File: src/hdl/sdfsu_pkg.sv
// sdfsu_pkg: payload structs, register map and mode codes for the shell union field block
package sdfsu_pkg;

    localparam int unsigned DATA_W  = 32;
    localparam int unsigned THICK_W = 31;
    localparam int unsigned ADDR_W  = 5;

    // register indexes, byte address is 4 * index
    localparam logic [2:0] REG_SPHERE_RADIUS     = 3'd0;
    localparam logic [2:0] REG_SURFACE_THICKNESS = 3'd1;
    localparam logic [2:0] REG_SHELL_THICKNESS   = 3'd2;
    localparam logic [2:0] REG_TRUNCATE_ENABLE   = 3'd3;
    localparam logic [2:0] REG_FIELD_MODE        = 3'd4;

    localparam logic [1:0] MODE_UNION       = 2'd0;
    localparam logic [1:0] MODE_SURFACE     = 2'd1;
    localparam logic [1:0] MODE_SHELL       = 2'd2;
    localparam logic [1:0] MODE_UNION_CARVE = 2'd3;

    localparam logic signed [DATA_W-1:0] S32_MAX = 32'sh7FFF_FFFF;
    localparam logic signed [DATA_W-1:0] S32_MIN = 32'sh8000_0000;

    typedef struct packed {
        logic signed [DATA_W-1:0] surface_distance;
        logic signed [DATA_W-1:0] offset_x;
        logic signed [DATA_W-1:0] offset_y;
        logic signed [DATA_W-1:0] offset_z;
        logic                     last_voxel;
    } t_in_item;

    typedef struct packed {
        logic signed [DATA_W-1:0] field_value;
        logic signed [DATA_W-1:0] running_min;
        logic signed [DATA_W-1:0] running_max;
        logic                     grid_done;
    } t_out_item;

endpackage

File: src/hdl/sdf_shell_union_field.sv
// sdf_shell_union_field: bit-serial radial distance and surface/sphere shell field combiner
//
//  channel   direction  handshake                  beat
//  input     in         i_in_valid / o_in_stall    t_in_item, one voxel
//  output    out        o_out_valid / i_out_stall  t_out_item, one result per voxel
//  config    in         psel/penable/pwrite        apb write/read, 5 registers at 4*index
//
//  one voxel goes through serial squaring (one multiplier bit of all three offsets per
//  cycle), the radix-4 square root (one root bit per cycle), and the combine and output
//  steps field, mix, select and done before the next accept.
//  the result register frees the input side: a new beat is taken while a result waits.
//  reset (synchronous, active low) clears config to 0 and restarts the running min/max.
//  an output stall holds the finished result in the final step until the slot frees.
module sdf_shell_union_field (
    input  logic                              i_clk,
    input  logic                              i_rst_n,
    input  logic                              i_in_valid,
    output logic                              o_in_stall,
    input  sdfsu_pkg::t_in_item               i_in_data,
    output logic                              o_out_valid,
    input  logic                              i_out_stall,
    output sdfsu_pkg::t_out_item              o_out_data,
    input  logic                              psel,
    input  logic                              penable,
    input  logic                              pwrite,
    input  logic [sdfsu_pkg::ADDR_W-1:0]      paddr,
    input  logic [sdfsu_pkg::DATA_W-1:0]      pwdata,
    output logic [sdfsu_pkg::DATA_W-1:0]      prdata,
    output logic                              pready
);

    localparam logic [2:0] S_IDLE  = 3'd0;
    localparam logic [2:0] S_SQR   = 3'd1;
    localparam logic [2:0] S_ROOT  = 3'd2;
    localparam logic [2:0] S_FIELD = 3'd3;
    localparam logic [2:0] S_MIX   = 3'd4;
    localparam logic [2:0] S_SEL   = 3'd5;
    localparam logic [2:0] S_DONE  = 3'd6;

    // control state
    logic [2:0]  r_state, n_state;
    logic [4:0]  r_cnt, n_cnt;
    logic        r_out_valid, n_out_valid;
    logic [30:0] r_radius, r_surf_thick, r_shell_thick;
    logic        r_trunc;
    logic [1:0]  r_mode;
    logic signed [31:0] r_min, n_min, r_max, n_max;

    // datapath
    logic [31:0] r_mx, n_mx, r_my, n_my, r_mz, n_mz;
    logic [31:0] r_bx, n_bx, r_by, n_by, r_bz, n_bz;
    logic [63:0] r_acc, n_acc;
    logic [33:0] r_rem, n_rem;
    logic [31:0] r_root, n_root;
    logic signed [31:0] r_dist, n_dist;
    logic        r_last, n_last;
    logic signed [34:0] r_surf, n_surf, r_diff, n_diff, r_shell, n_shell;
    logic signed [31:0] r_value, n_value;
    sdfsu_pkg::t_out_item r_out, n_out;

    logic        cfg_wr;
    logic [2:0]  cfg_idx;
    logic        in_acc;
    logic [33:0] sq_term;
    logic [35:0] rem_sh, trial;
    logic [30:0] radial;
    logic signed [34:0] dr, neg_shell, uni, val_w;
    logic signed [31:0] min_new, max_new;

    assign cfg_wr  = psel && penable && pwrite;
    assign cfg_idx = paddr[4:2];
    assign pready  = 1'b1;

    always_comb begin
        unique case (cfg_idx)
            sdfsu_pkg::REG_SPHERE_RADIUS:     prdata = {1'b0, r_radius};
            sdfsu_pkg::REG_SURFACE_THICKNESS: prdata = {1'b0, r_surf_thick};
            sdfsu_pkg::REG_SHELL_THICKNESS:   prdata = {1'b0, r_shell_thick};
            sdfsu_pkg::REG_TRUNCATE_ENABLE:   prdata = {31'd0, r_trunc};
            sdfsu_pkg::REG_FIELD_MODE:        prdata = {30'd0, r_mode};
            default:                          prdata = 32'd0;
        endcase
    end

    assign o_in_stall  = (r_state != S_IDLE);
    assign in_acc      = i_in_valid && !o_in_stall;
    assign o_out_valid = r_out_valid;
    assign o_out_data  = r_out;

    // one multiplier bit of each offset per cycle, msb first
    assign sq_term = {2'b00, (r_bx[31] ? r_mx : 32'd0)}
                   + {2'b00, (r_by[31] ? r_my : 32'd0)}
                   + {2'b00, (r_bz[31] ? r_mz : 32'd0)};

    // radix-4 root digit: bring down two radicand bits, try (root << 2) | 1
    assign rem_sh = {r_rem, r_acc[63:62]};
    assign trial  = {2'b00, r_root, 2'b01};

    assign radial    = r_root[31] ? 31'h7FFF_FFFF : r_root[30:0];
    assign dr        = r_diff[34] ? -r_diff : r_diff;
    assign neg_shell = -r_shell;
    assign uni       = (r_surf < r_shell) ? r_surf : r_shell;

    always_comb begin
        case (r_mode)
            sdfsu_pkg::MODE_SURFACE:     val_w = r_surf;
            sdfsu_pkg::MODE_SHELL:       val_w = r_shell;
            sdfsu_pkg::MODE_UNION_CARVE: val_w = (uni > neg_shell) ? uni : neg_shell;
            default:                     val_w = uni;
        endcase
    end

    assign min_new = (r_value < r_min) ? r_value : r_min;
    assign max_new = (r_value > r_max) ? r_value : r_max;

    always_comb begin
        n_state     = r_state;
        n_cnt       = r_cnt;
        n_out_valid = r_out_valid && i_out_stall;
        n_min       = r_min;
        n_max       = r_max;
        n_mx        = r_mx;
        n_my        = r_my;
        n_mz        = r_mz;
        n_bx        = r_bx;
        n_by        = r_by;
        n_bz        = r_bz;
        n_acc       = r_acc;
        n_rem       = r_rem;
        n_root      = r_root;
        n_dist      = r_dist;
        n_last      = r_last;
        n_surf      = r_surf;
        n_diff      = r_diff;
        n_shell     = r_shell;
        n_value     = r_value;
        n_out       = r_out;
        unique case (r_state)
            S_IDLE: begin
                if (in_acc) begin
                    n_mx    = i_in_data.offset_x[31] ? 32'(-i_in_data.offset_x)
                                                     : 32'(i_in_data.offset_x);
                    n_my    = i_in_data.offset_y[31] ? 32'(-i_in_data.offset_y)
                                                     : 32'(i_in_data.offset_y);
                    n_mz    = i_in_data.offset_z[31] ? 32'(-i_in_data.offset_z)
                                                     : 32'(i_in_data.offset_z);
                    n_bx    = n_mx;
                    n_by    = n_my;
                    n_bz    = n_mz;
                    n_acc   = 64'd0;
                    n_dist  = i_in_data.surface_distance;
                    n_last  = i_in_data.last_voxel;
                    n_cnt   = 5'd0;
                    n_state = S_SQR;
                end
            end
            S_SQR: begin
                n_acc = {r_acc[62:0], 1'b0} + {30'd0, sq_term};
                n_bx  = {r_bx[30:0], 1'b0};
                n_by  = {r_by[30:0], 1'b0};
                n_bz  = {r_bz[30:0], 1'b0};
                n_cnt = r_cnt + 5'd1;
                if (r_cnt == 5'd31) begin
                    n_rem   = 34'd0;
                    n_root  = 32'd0;
                    n_state = S_ROOT;
                end
            end
            S_ROOT: begin
                n_acc = {r_acc[61:0], 2'b00};
                if (rem_sh >= trial) begin
                    n_rem  = 34'(rem_sh - trial);
                    n_root = {r_root[30:0], 1'b1};
                end else begin
                    n_rem  = rem_sh[33:0];
                    n_root = {r_root[30:0], 1'b0};
                end
                n_cnt = r_cnt + 5'd1;
                if (r_cnt == 5'd31) begin
                    n_state = S_FIELD;
                end
            end
            S_FIELD: begin
                n_surf  = 35'(r_dist) - $signed({5'd0, r_surf_thick[30:1]});
                n_diff  = $signed({4'd0, radial}) - $signed({4'd0, r_radius});
                n_state = S_MIX;
            end
            S_MIX: begin
                n_shell = dr - $signed({5'd0, r_shell_thick[30:1]});
                if (r_trunc && (r_diff > r_surf)) begin
                    n_surf = r_diff;
                end
                n_state = S_SEL;
            end
            S_SEL: begin
                if (val_w > 35'(sdfsu_pkg::S32_MAX)) begin
                    n_value = sdfsu_pkg::S32_MAX;
                end else if (val_w < 35'(sdfsu_pkg::S32_MIN)) begin
                    n_value = sdfsu_pkg::S32_MIN;
                end else begin
                    n_value = val_w[31:0];
                end
                n_state = S_DONE;
            end
            S_DONE: begin
                if (!r_out_valid || !i_out_stall) begin
                    n_out.field_value = r_value;
                    n_out.running_min = min_new;
                    n_out.running_max = max_new;
                    n_out.grid_done   = r_last;
                    n_out_valid       = 1'b1;
                    // a grid's last voxel restarts the extremes
                    n_min   = r_last ? sdfsu_pkg::S32_MAX : min_new;
                    n_max   = r_last ? sdfsu_pkg::S32_MIN : max_new;
                    n_state = S_IDLE;
                end
            end
            default: begin
                n_state = S_IDLE;
            end
        endcase
    end

    always_ff @(posedge i_clk) begin
        if (!i_rst_n) begin
            r_state       <= S_IDLE;
            r_cnt         <= 5'd0;
            r_out_valid   <= 1'b0;
            r_min         <= sdfsu_pkg::S32_MAX;
            r_max         <= sdfsu_pkg::S32_MIN;
            r_radius      <= 31'd0;
            r_surf_thick  <= 31'd0;
            r_shell_thick <= 31'd0;
            r_trunc       <= 1'b0;
            r_mode        <= sdfsu_pkg::MODE_UNION;
        end else begin
            r_state     <= n_state;
            r_cnt       <= n_cnt;
            r_out_valid <= n_out_valid;
            r_min       <= n_min;
            r_max       <= n_max;
            if (cfg_wr) begin
                case (cfg_idx)
                    sdfsu_pkg::REG_SPHERE_RADIUS:     r_radius      <= pwdata[30:0];
                    sdfsu_pkg::REG_SURFACE_THICKNESS: r_surf_thick  <= pwdata[30:0];
                    sdfsu_pkg::REG_SHELL_THICKNESS:   r_shell_thick <= pwdata[30:0];
                    sdfsu_pkg::REG_TRUNCATE_ENABLE:   r_trunc       <= pwdata[0];
                    sdfsu_pkg::REG_FIELD_MODE:        r_mode        <= pwdata[1:0];
                    default: ;
                endcase
            end
        end
    end

    always_ff @(posedge i_clk) begin
        r_mx    <= n_mx;
        r_my    <= n_my;
        r_mz    <= n_mz;
        r_bx    <= n_bx;
        r_by    <= n_by;
        r_bz    <= n_bz;
        r_acc   <= n_acc;
        r_rem   <= n_rem;
        r_root  <= n_root;
        r_dist  <= n_dist;
        r_last  <= n_last;
        r_surf  <= n_surf;
        r_diff  <= n_diff;
        r_shell <= n_shell;
        r_value <= n_value;
        r_out   <= n_out;
    end

    a_minmax_order: assert property (@(posedge i_clk) disable iff (!i_rst_n)
        o_out_valid |-> (o_out_data.running_min <= o_out_data.running_max))
        else $error("running min above running max");

    a_value_in_range: assert property (@(posedge i_clk) disable iff (!i_rst_n)
        o_out_valid |-> (o_out_data.field_value >= o_out_data.running_min &&
                         o_out_data.field_value <= o_out_data.running_max))
        else $error("field value outside running range");

    a_accept_starts: assert property (@(posedge i_clk) disable iff (!i_rst_n)
        in_acc |=> (r_state == S_SQR && r_cnt == 5'd0))
        else $error("accepted beat did not start squaring");

    a_root_follows_sqr: assert property (@(posedge i_clk) disable iff (!i_rst_n)
        (r_state == S_SQR && r_cnt == 5'd31) |=> (r_state == S_ROOT && r_root == 32'd0))
        else $error("square root did not start clean");

    a_done_frees: assert property (@(posedge i_clk) disable iff (!i_rst_n)
        (r_state == S_DONE && !r_out_valid) |=> (o_out_valid && r_state == S_IDLE))
        else $error("finished result not loaded into empty slot");

endmodule

File: config.mk
export PLATFORM = sky130hd
export DESIGN_NAME = sdf_shell_union_field
export DESIGN_NICKNAME = d
export VERILOG_FILES = /design/src/hdl/sdfsu_pkg.sv /design/src/hdl/sdf_shell_union_field.sv
export SDC_FILE = /design/constraint.sdc
export NUM_CORES = 2
export LEC_CHECK = 0
export BUFFER_PORTS_ARGS = -buffer_cell sky130_fd_sc_hd__buf_2
export CAP_MARGIN = 10
export CORE_MARGIN = 2
export CORE_UTILIZATION = 50
export CTS_CLUSTER_SIZE = 14
export DETAILED_ROUTE_END_ITERATION = 6
export PLACE_DENSITY = 0.68
export SETUP_SLACK_MARGIN = 0.02
export SLEW_MARGIN = 20
export SYNTH_ARGS = -nofsm -noshare
export SYNTH_HDL_FRONTEND = slang
export SYNTH_SLANG_ARGS = --single-unit
File: constraint.sdc
create_clock -name i_clk -period 18.83 [get_ports i_clk]
set_input_delay 0.9415 -clock i_clk [delete_from_list [all_inputs] [get_ports i_clk]]
set_output_delay 0.9415 -clock i_clk [all_outputs]
set_load 0.005 [all_outputs]
==> results.ini <==
[floorplan]
ios=305
rows=112
initial_core_util_pct=50.3
die_x_um=310
die-area_um2=96300
die_height_um=310
fp.coreArea_um2=93200

[logic_synthesis]
synth_top_area_share_pct=37.4
synth_xor_area_share_pct=5.62
synth_nets=5357
ys.flop_type=edfxtp_1
ys_ff_latch=753
syn_avg_cell_area_um2=9.79
synth_compound_gate_area_share_pct=15.5
synth_cells=4789
ys_types=93
yosysWarnings=0
synthSimpleGateAreaFrac_pct=15.6
synth_top_family_by_area=simple AND/OR/NAND/NOR gates
synth_area_um2=46900
synthMuxAreaShare_pct=2.84
yosysMostFrequentCell=edfxtp_1
seq_area_frac_synth_pct=44.6
synth_commonest_cells=edfxtp_1, nor2_1, nand2_1, ha_1, inv_1
synthArstFlopShare_pct=0
synth_area_leader_cell=edfxtp_1
synth_adder_area_share_pct=11.6
synth_edf_count=584
synth_area_leaders=edfxtp_1, ha_1, dfxtp_1

[final_layout]
drive_above_1_share_pct=12.2
synthToLayoutAreaGrowth_pct=12.2
finalNetCount=5591

[critical_path]
r2r-start=r_surf[33]
cp-startpoint=r_surf[33]
worst_setup_path_start_kind=flop
cp_slowest_stage_delay_ns=0.88
cp_num_buf_inv=3
cpMostUsedCell=buf_4
r2r_cells=21
r2r_setup_slack_ns=10.54
crit_required_ns=19.27
worstPathCellList=ha_1 > nand4_1 > nor3_1 > a221oi_1 > a21boi_1 > a211oi_4 > buf_4 > o21ai_0 > ha_1 > and3_1 > nand3_1 > nor4_1 > a22o_1 > a31o_2 > o311a_1 > buf_4 > nand2_1 > a222oi_1 > a41oi_4 > buf_4 > o31ai_2
reg2reg_to=r_value[24]
crit_fanout=78
arrival_ns=8.73
slowest_stage=nor4_1
cp_top_family=compound AO/OA/AOI/OAI gates
worst_setup_path_end_kind=flop
worst-setup-path-type=reg2reg

[route]
vias_per_cell=5.66
routed_wl_um=125000
drt_iter0_drc=3061
final_antenna_net_count=0
first_pass_iters=7
drc_errors=1
routedWlPerCell_um=19.6
vias=36000

[sta]
drv_slew=0
period_share_pct=44.0
layout_setup_ws_ns=10.54
slew_headroom_pct=32.6
finalSetupViolCount=0
timing.setup.tns_ns=0
min_period_ns=8.29
hold_viol=0
tightest_slew_ns=1.00
rsz0062_at_grt=no
clock.fmax_ghz=0.121
skew_ns=0.0318

[clock_tree]
cts-resized-gates=0
ctsLongestPathBuffers=3
cts_sinks=753
clock_latency_ns=0.67
post_cts_buffers=0
root_buffer=clkbuf_16
cts_htree_levels=3
cts_buffers=84
clkTransAtPathRegs_ns=0.06
cts_hold_buf=0
cts_tree=built

[worst_hold_path]
min_to=r_dist[5]
hold_path_depth=1
hold_path.class=in2reg
worstHoldStart=i_in_data[102]

[pwr]
vdd_drop_max_v=0.0000713
powerDensity_nw_per_um2=83.5
leakagePower_nw=20.7

[placed_design]
dp_slack_ns=10.68
numPortBuffers=299
place_hpwl_um=92500
place.gp.congestion=0.928

[global_routing]
grt_max_degree=106
grt_pass1_vias=33800
grt_overflow_total=0
antenna_found_initial=8
grtUsageTotal_pct=25.8
grt_pass1_wl_um=193000

[job]
cap_violations=0

[outcome]
status=complete, but fails checks
violations=design-rule violations

-- layer usage --
layer / up-vias / track usage [%] / wire length (um)
met5: - / 0 / 49
met4: 8 / 9.80 / 4420
met1: 17200 / 36.7 / 56400
met3: 198 / 3.90 / 8260
li1: 17500 / - / -
met2: 1077 / 39.7 / 55600
-- cell type report --
| cell class | instances | area, um2 |
|---|---|---|
| Multi-Input combinational cell | 3521 | 24100 |
| Sequential cell | 753 | 20900 |
| Clock buffer | 108 | 2370 |
| Clock inverter | 50 | 583 |
| Tap cell | 1254 | 1570 |
| Inverter | 323 | 1220 |
| Timing Repair Buffer | 340 | 1840 |
| Fill cell | 8104 | 40500 |
| Antenna cell | 3 | 7.51 |
-- stage by stage --
step           cell area [um2]  instances  hold slack, ns  util, %  power (mW)
2_1_floorplan            46900       4789           0.440        -        2.49
3_3_place_gp             49600       6190           0.452     53.3        2.67
3_5_place_dp             49700       6191           0.463     53.3        2.68
4_1_cts                  52600       6349           0.416     56.5        4.42
5_1_grt                  52600       6352           0.438     56.5        4.59
6_report                 52600       6352           0.460     56.5        4.40
-- sequential cells by signal, indices dropped and copies added, names as in the netlist, 32 cells and up --
name        count
r_bz           32
r_by           32
r_value        32
o_out_data     97
r_mx           32
r_rem          34
r_dist         32
r_acc          64
r_shell        35
r_root         32
r_bx           32
r_my           32
r_diff         32
r_mz           32
r_min          32
r_surf         33
r_max          32
-- layout by cell type, fill, tap and decap left out, types with 15 or more instances in the layout --
| cell type | instances |
|---|---|
| edfxtp_1 | 584 |
| nor2_1 | 565 |
| nand2_1 | 500 |
| ha_1 | 328 |
| inv_1 | 318 |
| buf_2 | 299 |
| o21ai_0 | 273 |
| xnor2_1 | 226 |
| a21oi_1 | 216 |
| dfxtp_1 | 169 |
| a21boi_0 | 108 |
| and2_1 | 106 |
| a21o_1 | 105 |
| clkbuf_16 | 88 |
| xor2_1 | 75 |
| fa_1 | 67 |
| mux2_2 | 63 |
| nand3_1 | 62 |
| mux2i_1 | 60 |
| nand2b_1 | 58 |
| nor3_1 | 54 |
| or3_1 | 46 |
| nand4_1 | 44 |
| o21a_1 | 39 |
| buf_4 | 39 |
| nor2b_1 | 38 |
| a22o_1 | 37 |
| o31ai_1 | 37 |
| o22ai_1 | 37 |
| o22a_1 | 32 |
| nor4_1 | 29 |
| and3_1 | 26 |
| o31ai_2 | 26 |
| a31oi_1 | 25 |
| or4_1 | 20 |
| o211ai_1 | 18 |
| a211oi_1 | 17 |
| o41ai_1 | 15 |
-- kinds of logic (layout without fill, tap and decap cells) --
kind of cell,after synthesis,count (layout)
XOR/XNOR,301,301
adder cells (fa/ha/maj),395,395
other,2,5
multiplexers,124,124
AO/OA/AOI/OAI,1092,1092
buffers and inverters,515,821
flip-flops,753,753
AND/OR/NAND/NOR,1607,1607
-- power by group --
part	switching [mW]	internal, mW
registers	0.0494	1.90
clock network	0.714	1.02
logic	0.417	0.298
-- worst max path at each step --
stage | endpoint | depth (start not counted)
global placement | r_value[21] | 21
detailed placement | r_value[24] | 21
finish | r_value[24] | 21
global route | r_value[23] | 21
floorplan | r_value[10] | 24
CTS | r_value[24] | 21
(Power assumes the default switching activity.)
